### src/design/aid_pkg.sv
// Shared types, register indexes and constants for the accelerometer impact detector.
package aid_pkg;

	// Configuration register indexes
	localparam logic [2:0] REG_BASE_X   = 3'd0;
	localparam logic [2:0] REG_BASE_Y   = 3'd1;
	localparam logic [2:0] REG_BASE_Z   = 3'd2;
	localparam logic [2:0] REG_IMPACT   = 3'd3;
	localparam logic [2:0] REG_SETTLE   = 3'd4;
	localparam logic [2:0] REG_LOCKOUT  = 3'd5;
	localparam logic [2:0] REG_HOLD     = 3'd6;

	localparam logic [15:0] IMPACT_LEVEL_RST = 16'd3500;
	localparam logic [15:0] SETTLE_LEVEL_RST = 16'd300;
	localparam logic [15:0] LOCKOUT_MS_RST   = 16'd300;
	localparam logic [15:0] HOLD_MS_RST      = 16'd1000;

	localparam logic [31:0] IMPACT_SQ_RST =
		32'(IMPACT_LEVEL_RST) * 32'(IMPACT_LEVEL_RST);
	localparam logic [31:0] SETTLE_SQ_RST =
		32'(SETTLE_LEVEL_RST) * 32'(SETTLE_LEVEL_RST);

	// Severity grades on the squared peak
	localparam logic [37:0] SEVERE_SQ   = 38'd49000000;
	localparam logic [37:0] MODERATE_SQ = 38'd25000000;

	localparam logic [1:0] SEV_MINOR    = 2'd0;
	localparam logic [1:0] SEV_MODERATE = 2'd1;
	localparam logic [1:0] SEV_SEVERE   = 2'd2;

	// Reported motion state codes
	localparam logic [1:0] MOTION_IDLE   = 2'd0;
	localparam logic [1:0] MOTION_IMPACT = 2'd1;
	localparam logic [1:0] MOTION_STABLE = 2'd2;

	typedef enum logic [2:0] {
		ST_IDLE   = 3'b001,
		ST_IMPACT = 3'b010,
		ST_STABLE = 3'b100
	} mode_t;

	// Configuration as seen by the datapath; levels are kept squared
	typedef struct packed {
		logic signed [15:0] base_x;
		logic signed [15:0] base_y;
		logic signed [15:0] base_z;
		logic [31:0]        impact_sq;
		logic [31:0]        settle_sq;
		logic [15:0]        lockout_ms;
		logic [15:0]        hold_ms;
	} cfg_t;

endpackage

### src/design/aid_cfg.sv
// Configuration register file; impact and settle levels are stored squared.
module aid_cfg (
	input  logic               clk,
	input  logic               arst_n,
	input  logic               cfg_valid,
	output logic               cfg_ready,
	input  logic [2:0]         cfg_index,
	input  logic [15:0]        cfg_data,
	output aid_pkg::cfg_t      cfg
);

	aid_pkg::cfg_t cfg_q;
	logic [31:0]   data_sq;

	assign cfg_ready = 1'b1;
	assign data_sq   = {16'b0, cfg_data} * {16'b0, cfg_data};
	assign cfg       = cfg_q;

	always_ff @(posedge clk or negedge arst_n) begin
		if (!arst_n) begin
			cfg_q.base_x     <= '0;
			cfg_q.base_y     <= '0;
			cfg_q.base_z     <= '0;
			cfg_q.impact_sq  <= aid_pkg::IMPACT_SQ_RST;
			cfg_q.settle_sq  <= aid_pkg::SETTLE_SQ_RST;
			cfg_q.lockout_ms <= aid_pkg::LOCKOUT_MS_RST;
			cfg_q.hold_ms    <= aid_pkg::HOLD_MS_RST;
		end else if (cfg_valid && cfg_ready) begin
			unique case (cfg_index)
				aid_pkg::REG_BASE_X:  cfg_q.base_x     <= signed'(cfg_data);
				aid_pkg::REG_BASE_Y:  cfg_q.base_y     <= signed'(cfg_data);
				aid_pkg::REG_BASE_Z:  cfg_q.base_z     <= signed'(cfg_data);
				aid_pkg::REG_IMPACT:  cfg_q.impact_sq  <= data_sq;
				aid_pkg::REG_SETTLE:  cfg_q.settle_sq  <= data_sq;
				aid_pkg::REG_LOCKOUT: cfg_q.lockout_ms <= cfg_data;
				aid_pkg::REG_HOLD:    cfg_q.hold_ms    <= cfg_data;
				default: begin
				end
			endcase
		end
	end

endmodule

### src/design/aid_change.sv
// Baseline removal and squared magnitude of the change from the previous sample.
module aid_change (
	input  logic               clk,
	input  logic               arst_n,
	input  logic               adv,
	input  logic signed [15:0] accel_x,
	input  logic signed [15:0] accel_y,
	input  logic signed [15:0] accel_z,
	input  aid_pkg::cfg_t      cfg,
	output logic [37:0]        change_sq
);

	logic signed [16:0] off_x, off_y, off_z;
	logic signed [16:0] prev_x_q, prev_y_q, prev_z_q;
	logic signed [17:0] d_x, d_y, d_z;
	logic signed [35:0] sq_x, sq_y, sq_z;

	assign off_x = {accel_x[15], accel_x} - {cfg.base_x[15], cfg.base_x};
	assign off_y = {accel_y[15], accel_y} - {cfg.base_y[15], cfg.base_y};
	assign off_z = {accel_z[15], accel_z} - {cfg.base_z[15], cfg.base_z};

	assign d_x = {off_x[16], off_x} - {prev_x_q[16], prev_x_q};
	assign d_y = {off_y[16], off_y} - {prev_y_q[16], prev_y_q};
	assign d_z = {off_z[16], off_z} - {prev_z_q[16], prev_z_q};

	assign sq_x = d_x * d_x;
	assign sq_y = d_y * d_y;
	assign sq_z = d_z * d_z;

	// squares are never negative, so zero extension is exact
	assign change_sq = {2'b0, sq_x} + {2'b0, sq_y} + {2'b0, sq_z};

	always_ff @(posedge clk or negedge arst_n) begin
		if (!arst_n) begin
			prev_x_q <= '0;
			prev_y_q <= '0;
			prev_z_q <= '0;
		end else if (adv) begin
			prev_x_q <= off_x;
			prev_y_q <= off_y;
			prev_z_q <= off_z;
		end
	end

endmodule

### src/design/aid_fsm.sv
// Idle/impact/stable state machine, peak tracking, severity and the result register.
module aid_fsm (
	input  logic          clk,
	input  logic          arst_n,
	input  logic          adv,
	input  logic [37:0]   csq,
	input  logic [31:0]   now_ms,
	input  aid_pkg::cfg_t cfg,
	output logic [1:0]    motion_state,
	output logic [37:0]   change_sq,
	output logic          new_impact,
	output logic          alert_pulse,
	output logic          report_valid,
	output logic [1:0]    severity,
	output logic [37:0]   peak_sq,
	output logic [15:0]   impact_total
);

	aid_pkg::mode_t mode_q, mode_d;
	logic [37:0]    peak_q, peak_d, peak_max, peak_out;
	logic [31:0]    impact_stamp_q, impact_stamp_d;
	logic [31:0]    stable_stamp_q, stable_stamp_d;
	logic [15:0]    count_q, count_d;
	logic           alert_sent_q, alert_sent_d;
	logic [31:0]    lock_el, hold_el;
	logic           over, do_start, started, report, pulse;
	logic [1:0]     sev, code;

	logic [1:0]     state_q, sev_q;
	logic [37:0]    csq_q, peak_out_q;
	logic           started_q, pulse_q, report_q;

	assign lock_el  = now_ms - impact_stamp_q;
	assign hold_el  = now_ms - stable_stamp_q;
	assign over     = csq > {6'b0, cfg.impact_sq};
	assign peak_max = (csq > peak_q) ? csq : peak_q;

	always_comb begin
		mode_d         = mode_q;
		peak_d         = peak_q;
		impact_stamp_d = impact_stamp_q;
		stable_stamp_d = stable_stamp_q;
		count_d        = count_q;
		alert_sent_d   = alert_sent_q;
		do_start       = 1'b0;
		started        = 1'b0;
		report         = 1'b0;
		pulse          = 1'b0;
		sev            = aid_pkg::SEV_MINOR;
		peak_out       = '0;
		unique case (mode_q)
			aid_pkg::ST_IMPACT: begin
				peak_d = peak_max;
				if (lock_el > {16'b0, cfg.lockout_ms} && csq < {6'b0, cfg.settle_sq}) begin
					mode_d         = aid_pkg::ST_STABLE;
					stable_stamp_d = now_ms;
					report         = 1'b1;
					peak_out       = peak_max;
					peak_d         = '0;
					if (peak_max > aid_pkg::SEVERE_SQ) begin
						sev = aid_pkg::SEV_SEVERE;
					end else if (peak_max > aid_pkg::MODERATE_SQ) begin
						sev = aid_pkg::SEV_MODERATE;
					end
				end
			end
			aid_pkg::ST_STABLE: begin
				if (over) begin
					do_start = 1'b1;
				end else if (hold_el > {16'b0, cfg.hold_ms}) begin
					mode_d = aid_pkg::ST_IDLE;
				end
			end
			default: begin
				// idle, and any unknown code behaves as idle
				if (over) begin
					do_start = 1'b1;
				end else begin
					mode_d = aid_pkg::ST_IDLE;
				end
			end
		endcase

		if (do_start) begin
			mode_d         = aid_pkg::ST_IMPACT;
			count_d        = count_q + 16'd1;
			impact_stamp_d = now_ms;
			peak_d         = csq;
			started        = 1'b1;
		end

		// one alert per excursion from idle
		if (mode_d == aid_pkg::ST_IMPACT && !alert_sent_q) begin
			pulse        = 1'b1;
			alert_sent_d = 1'b1;
		end else if (mode_d == aid_pkg::ST_IDLE) begin
			alert_sent_d = 1'b0;
		end

		unique case (mode_d)
			aid_pkg::ST_IMPACT: code = aid_pkg::MOTION_IMPACT;
			aid_pkg::ST_STABLE: code = aid_pkg::MOTION_STABLE;
			default:            code = aid_pkg::MOTION_IDLE;
		endcase
	end

	always_ff @(posedge clk or negedge arst_n) begin
		if (!arst_n) begin
			mode_q         <= aid_pkg::ST_IDLE;
			peak_q         <= '0;
			impact_stamp_q <= '0;
			stable_stamp_q <= '0;
			count_q        <= '0;
			alert_sent_q   <= 1'b0;
		end else if (adv) begin
			mode_q         <= mode_d;
			peak_q         <= peak_d;
			impact_stamp_q <= impact_stamp_d;
			stable_stamp_q <= stable_stamp_d;
			count_q        <= count_d;
			alert_sent_q   <= alert_sent_d;
		end
	end

	always_ff @(posedge clk) begin
		if (adv) begin
			state_q    <= code;
			csq_q      <= csq;
			started_q  <= started;
			pulse_q    <= pulse;
			report_q   <= report;
			sev_q      <= sev;
			peak_out_q <= peak_out;
		end
	end

	assign motion_state = state_q;
	assign change_sq    = csq_q;
	assign new_impact   = started_q;
	assign alert_pulse  = pulse_q;
	assign report_valid = report_q;
	assign severity     = sev_q;
	assign peak_sq      = peak_out_q;
	assign impact_total = count_q;

endmodule

### src/design/accel_impact_detector.sv
// An accepted sample is held in the input register, and its result then in the result register.
// Throughput: one sample per cycle while out_stall is low; input register, one pass of squaring and
// state logic, then the result register; the input register can take one more sample while a result waits.
// Reset (arst_n low, asynchronous): state idle, previous sample, peak, stamps, count cleared,
// registers to their defaults (levels 3500 and 300, lockout 300 ms, hold 1000 ms).
module accel_impact_detector (
	input  logic               clk,
	input  logic               arst_n,
	input  logic               in_valid,
	output logic               in_stall,
	input  logic signed [15:0] accel_x,
	input  logic signed [15:0] accel_y,
	input  logic signed [15:0] accel_z,
	input  logic [31:0]        now_ms,
	output logic               out_valid,
	input  logic               out_stall,
	output logic [1:0]         motion_state,
	output logic [37:0]        change_sq,
	output logic               new_impact,
	output logic               alert_pulse,
	output logic               report_valid,
	output logic [1:0]         severity,
	output logic [37:0]        peak_sq,
	output logic [15:0]        impact_total,
	input  logic               cfg_valid,
	output logic               cfg_ready,
	input  logic [2:0]         cfg_index,
	input  logic [15:0]        cfg_data
);

	aid_pkg::cfg_t      cfg;
	logic               s1_valid_q, out_valid_q;
	logic signed [15:0] ax_s1, ay_s1, az_s1;
	logic [31:0]        now_s1;
	logic               out_free, adv, accept;
	logic [37:0]        csq;

	assign out_free = !out_valid_q || !out_stall;
	assign adv      = s1_valid_q && out_free;
	assign in_stall = s1_valid_q && !out_free;
	assign accept   = in_valid && !in_stall;
	assign out_valid = out_valid_q;

	always_ff @(posedge clk or negedge arst_n) begin
		if (!arst_n) begin
			s1_valid_q  <= 1'b0;
			out_valid_q <= 1'b0;
		end else begin
			if (accept) begin
				s1_valid_q <= 1'b1;
			end else if (adv) begin
				s1_valid_q <= 1'b0;
			end
			if (adv) begin
				out_valid_q <= 1'b1;
			end else if (!out_stall) begin
				out_valid_q <= 1'b0;
			end
		end
	end

	always_ff @(posedge clk) begin
		if (accept) begin
			ax_s1  <= accel_x;
			ay_s1  <= accel_y;
			az_s1  <= accel_z;
			now_s1 <= now_ms;
		end
	end

	aid_cfg u_cfg (
		.clk       (clk),
		.arst_n    (arst_n),
		.cfg_valid (cfg_valid),
		.cfg_ready (cfg_ready),
		.cfg_index (cfg_index),
		.cfg_data  (cfg_data),
		.cfg       (cfg)
	);

	aid_change u_change (
		.clk       (clk),
		.arst_n    (arst_n),
		.adv       (adv),
		.accel_x   (ax_s1),
		.accel_y   (ay_s1),
		.accel_z   (az_s1),
		.cfg       (cfg),
		.change_sq (csq)
	);

	aid_fsm u_fsm (
		.clk          (clk),
		.arst_n       (arst_n),
		.adv          (adv),
		.csq          (csq),
		.now_ms       (now_s1),
		.cfg          (cfg),
		.motion_state (motion_state),
		.change_sq    (change_sq),
		.new_impact   (new_impact),
		.alert_pulse  (alert_pulse),
		.report_valid (report_valid),
		.severity     (severity),
		.peak_sq      (peak_sq),
		.impact_total (impact_total)
	);

`ifndef SYNTH
	a_stall_only_when_full: assert property (@(posedge clk) disable iff (!arst_n)
		in_stall |-> (out_valid && out_stall))
		else $error("input stalled while the result register can drain");

	a_report_in_stable: assert property (@(posedge clk) disable iff (!arst_n)
		(out_valid && report_valid) |-> (motion_state == aid_pkg::MOTION_STABLE))
		else $error("report outside stable state");

	a_start_in_impact: assert property (@(posedge clk) disable iff (!arst_n)
		(out_valid && (new_impact || alert_pulse)) |->
			(motion_state == aid_pkg::MOTION_IMPACT))
		else $error("impact start or alert outside impact state");

	a_no_report_zero: assert property (@(posedge clk) disable iff (!arst_n)
		(out_valid && !report_valid) |->
			(severity == aid_pkg::SEV_MINOR && peak_sq == '0))
		else $error("severity or peak set without a report");

	a_severe_grade: assert property (@(posedge clk) disable iff (!arst_n)
		(out_valid && report_valid && severity == aid_pkg::SEV_SEVERE) |->
			(peak_sq > aid_pkg::SEVERE_SQ))
		else $error("severe grade on a small peak");
`endif

endmodule
### config.mk
export PLATFORM = sky130hd
export DESIGN_NAME = accel_impact_detector
export DESIGN_NICKNAME = d
export VERILOG_FILES = /design/src/design/aid_pkg.sv /design/src/design/aid_cfg.sv /design/src/design/aid_change.sv /design/src/design/aid_fsm.sv /design/src/design/accel_impact_detector.sv
export SDC_FILE = /design/constraint.sdc
export NUM_CORES = 2
export LEC_CHECK = 0
export BUFFER_PORTS_ARGS = -buffer_cell sky130_fd_sc_hd__buf_2
export CAP_MARGIN = 10
export CORE_UTILIZATION = 66
export DETAILED_ROUTE_END_ITERATION = 16
export PLACE_DENSITY = 0.81
export SLEW_MARGIN = 5
export SYNTH_ARGS = -nofsm -noshare
export SYNTH_HDL_FRONTEND = slang
export SYNTH_SLANG_ARGS = --single-unit
export TNS_END_PERCENT = 5
### constraint.sdc
create_clock -name clk -period 18.97 [get_ports clk]
set_input_delay 5.691 -clock clk [delete_from_list [all_inputs] [get_ports clk]]
set_output_delay 5.691 -clock clk [all_outputs]
set_load 0.03 [all_outputs]
==> metrics <==
outcome=finished clean; antenna violations before repair=16; #FFs+latches synth=480; Hold Crit Start=u_fsm.impact_total[15]; Core Rows=120; # setup viols final=0; DRT Pass-1 Iters=6; H-tree depth=2; maximum fanout along the worst path=52; synth warn=0; Slowest-stage cell, CP=fa_1; gr usage total=0.355; Final period util=0.955; Starting Density=0.666; CTS root buffer=clkbuf_16; Max Clk Rate=55.2 MHz; commonest non-fill, non-tap cell in the layout=inv_1; Hold Fails Final Rpt=0; crit path time final=roughly 18 ns; Most used DFF post-synth=dfrtp_1; EDFF count, synth=163; r2r startpoint=ay_s1[0]; die height=~330 µm; Setup TNS Final=0 ns; aggregate global routing overflow=0; Final nets=9,872; CTS Buf Count=54; share of layout cells above drive strength 1=0.0686; CORE AREA=roughly 0.11 mm²; Starting DRT DRC Count=around 4.3k; Area Growth Syn to Fin=6.75%; CTS Sinks=480; synth top area cells=fa_1 (30%), ha_1 (13%), dfrtp_1 (10%), inv_1 (8.8%), edfxtp_1 (6.9%); Fillers=8,233; Seq/Total Area, Yosys=0.180; skew final=0.0822 ns; WL/cell=between 20 and 25 µm; area leader, netlist=fa_1; post-route DRC violation count=0; CTS tree=done; Via density=5.89; CP endpoint kind=flop; origin of the worst setup path=ay_s1[0]; IO Port Bufs=204; Hold Path Class=reg -> reg; Relative slew margins=0.181; final WL=189 mm; die area=0.109 mm²; Chip Width=331 µm; largest net degree at the start of global routing=144; Slew Limit Fails=0; Cells after Synth=about 8k; first-pass GRT wire length=300 mm; vias in the first global route=56.8k; most frequent cells in the layout=inv_1 (1,677), fa_1 (1,071), ha_1 (750), nand2_1 (700), nor2_1 (582); startpoint types=flop; Syn Area/Cell=9.17 µm²; via count=55.4k; Worst Path Arrival=18.50 ns; critical path type=reg -> reg; top-area cell type share of the netlist area=0.300; worst-skew pair later-pin latency=0.71 ns; post-cts hold buffer count=0; routability cong.=1.00; min setup slack post-route=between 0.8 and 0.9 ns; estimated wirelength of the detail-placed design=153 mm; max cap viols=0; Slew @ Worst Pin=1.21 ns; Mapped Nets=9,706; Async SR Flop Fraction=0.660; clock buffer depth=3; # IOs=~210; CTS clk-pin slew, worst paths=0.06 ns; post-route ant nets=0; Syn Std Cell Area=0.0714 mm²; Largest stage delay, worst path=roughly 0.60 ns; Distinct cells, synth=101; worst endpoint required time=19.34 ns; pre-CTS WS=0.585 ns
[per-stage QoR]
stage	cells	area, µm²	util	hold WS (ns)
2_1_floorplan	7781	71400	-	0.445
3_3_place_gp	9287	74100	0.692	0.453
3_5_place_dp	9287	74100	0.692	0.458
4_1_cts	9389	76100	0.709	0.466
5_1_grt	9396	76200	0.711	0.498
6_report	9398	76200	0.711	0.463
[cells by family after synthesis]
kind of cell               after synthesis  share of synthesized area
muxes                                   83                     0.0128
xor gates and xnor gates               324                     0.0399
adders and majority gates             1821                      0.432
buffers and inverters                 1900                      0.101
AOI/OAI and AO/OA                     1267                      0.114
other                                    1                  0.0000525
DFF                                    480                      0.180
and+or+nand+nor                       1905                      0.120
[worst paths after layout]
| kind | to | cells after the start | slack (ns) |
|---|---|---|---|
| setup reg to reg | u_fsm.severity[0] | 72 | 0.85 |
| min in group asynchronous | u_cfg.cfg[138] | 1 | 5.07 |
| hold reg to reg | u_fsm.impact_total[15] | 1 | 0.46 |
| max in group asynchronous | u_fsm.impact_stamp_q[6] | 3 | 11.70 |
| hold / removal | u_fsm.impact_total[15] | 1 | 0.46 |
| setup / recovery | u_fsm.severity[0] | 72 | 0.85 |
[cell type report]
type,instances,area [µm²],share of cell area
Sequential cell,480,12900,0.169
Tap cell,1403,1760,0.0230
Antenna cell,2,5.00,0.0000657
Inverter,1704,6410,0.0842
Timing Repair Buffer,305,1810,0.0237
Timing Repair inverter,1,5.00,0.0000657
Clock inverter,34,457,0.00599
Multi-Input combinational cell,5401,51400,0.675
Clock buffer,68,1450,0.0191
[cell usage after synthesis, types with 18 or more instances]
| cell type | number |
|---|---|
| clkbuf_1 | 174 |
| a21oi_1 | 314 |
| and2_1 | 106 |
| mux2_2 | 33 |
| o21ai_0 | 359 |
| a211oi_1 | 47 |
| nand3_1 | 104 |
| nor2_1 | 583 |
| a21boi_0 | 25 |
| nand4_1 | 49 |
| inv_1 | 1680 |
| nor3_1 | 99 |
| o211ai_1 | 22 |
| ha_1 | 750 |
| nor4_1 | 18 |
| o21a_1 | 44 |
| o31ai_1 | 21 |
| and3_1 | 37 |
| o21bai_1 | 46 |
| or3_1 | 25 |
| mux2i_1 | 18 |
| nor2b_1 | 49 |
| xor2_1 | 105 |
| or2_2 | 24 |
| a31oi_1 | 33 |
| a2111oi_0 | 19 |
| fa_1 | 1071 |
| a22o_1 | 38 |
| dfstp_2 | 33 |
| xnor2_1 | 218 |
| a21o_1 | 142 |
| edfxtp_1 | 163 |
| mux2_1 | 32 |
| nand2b_1 | 54 |
| dfrtp_1 | 284 |
| clkinv_1 | 20 |
| nand2_1 | 702 |
[routing by layer]
metal  track usage  vias up  part of all wire
met5             0        -           0.00037
met1         0.470    27620              0.40
met3        0.0647      408             0.088
met4         0.118       10             0.036
li1              -    25198                 -
met2         0.589     2121              0.48
[repair_timing]
action                     CTS  global route
resized for setup            0            16
buffers inserted             0             6
setup endpoints to repair    0            53
[state kept, by name (all words and copies together) (netlist names), 3 cells and up]
name / flops
u_change.prev_y_q: 17
u_fsm.stable_stamp_q: 32
now_s1: 32
az_s1: 16
u_change.prev_z_q: 17
u_fsm.peak_sq: 38
u_fsm.peak_q: 38
ay_s1: 16
u_fsm.impact_stamp_q: 32
u_fsm.change_sq: 38
u_fsm.mode_q: 3
u_cfg.cfg: 142
u_change.prev_x_q: 17
ax_s1: 16
u_fsm.impact_total: 16
[critical path: cells and delay by family (launching register included)]
kind | cells | cell delay [ns]
XOR/XNOR | 3 | 0.71
flip-flops | 1 | 0.33
buffers and inverters | 10 | 1.36
AND/OR/NAND/NOR | 21 | 4.08
multiplexers | 2 | 0.64
AO/OA/AOI/OAI | 23 | 5.24
adder cells (fa/ha/maj) | 13 | 5.39
Power is not shown: default switching activity piles up to over one toggle a cycle in this logic, so the estimate is an artifact.
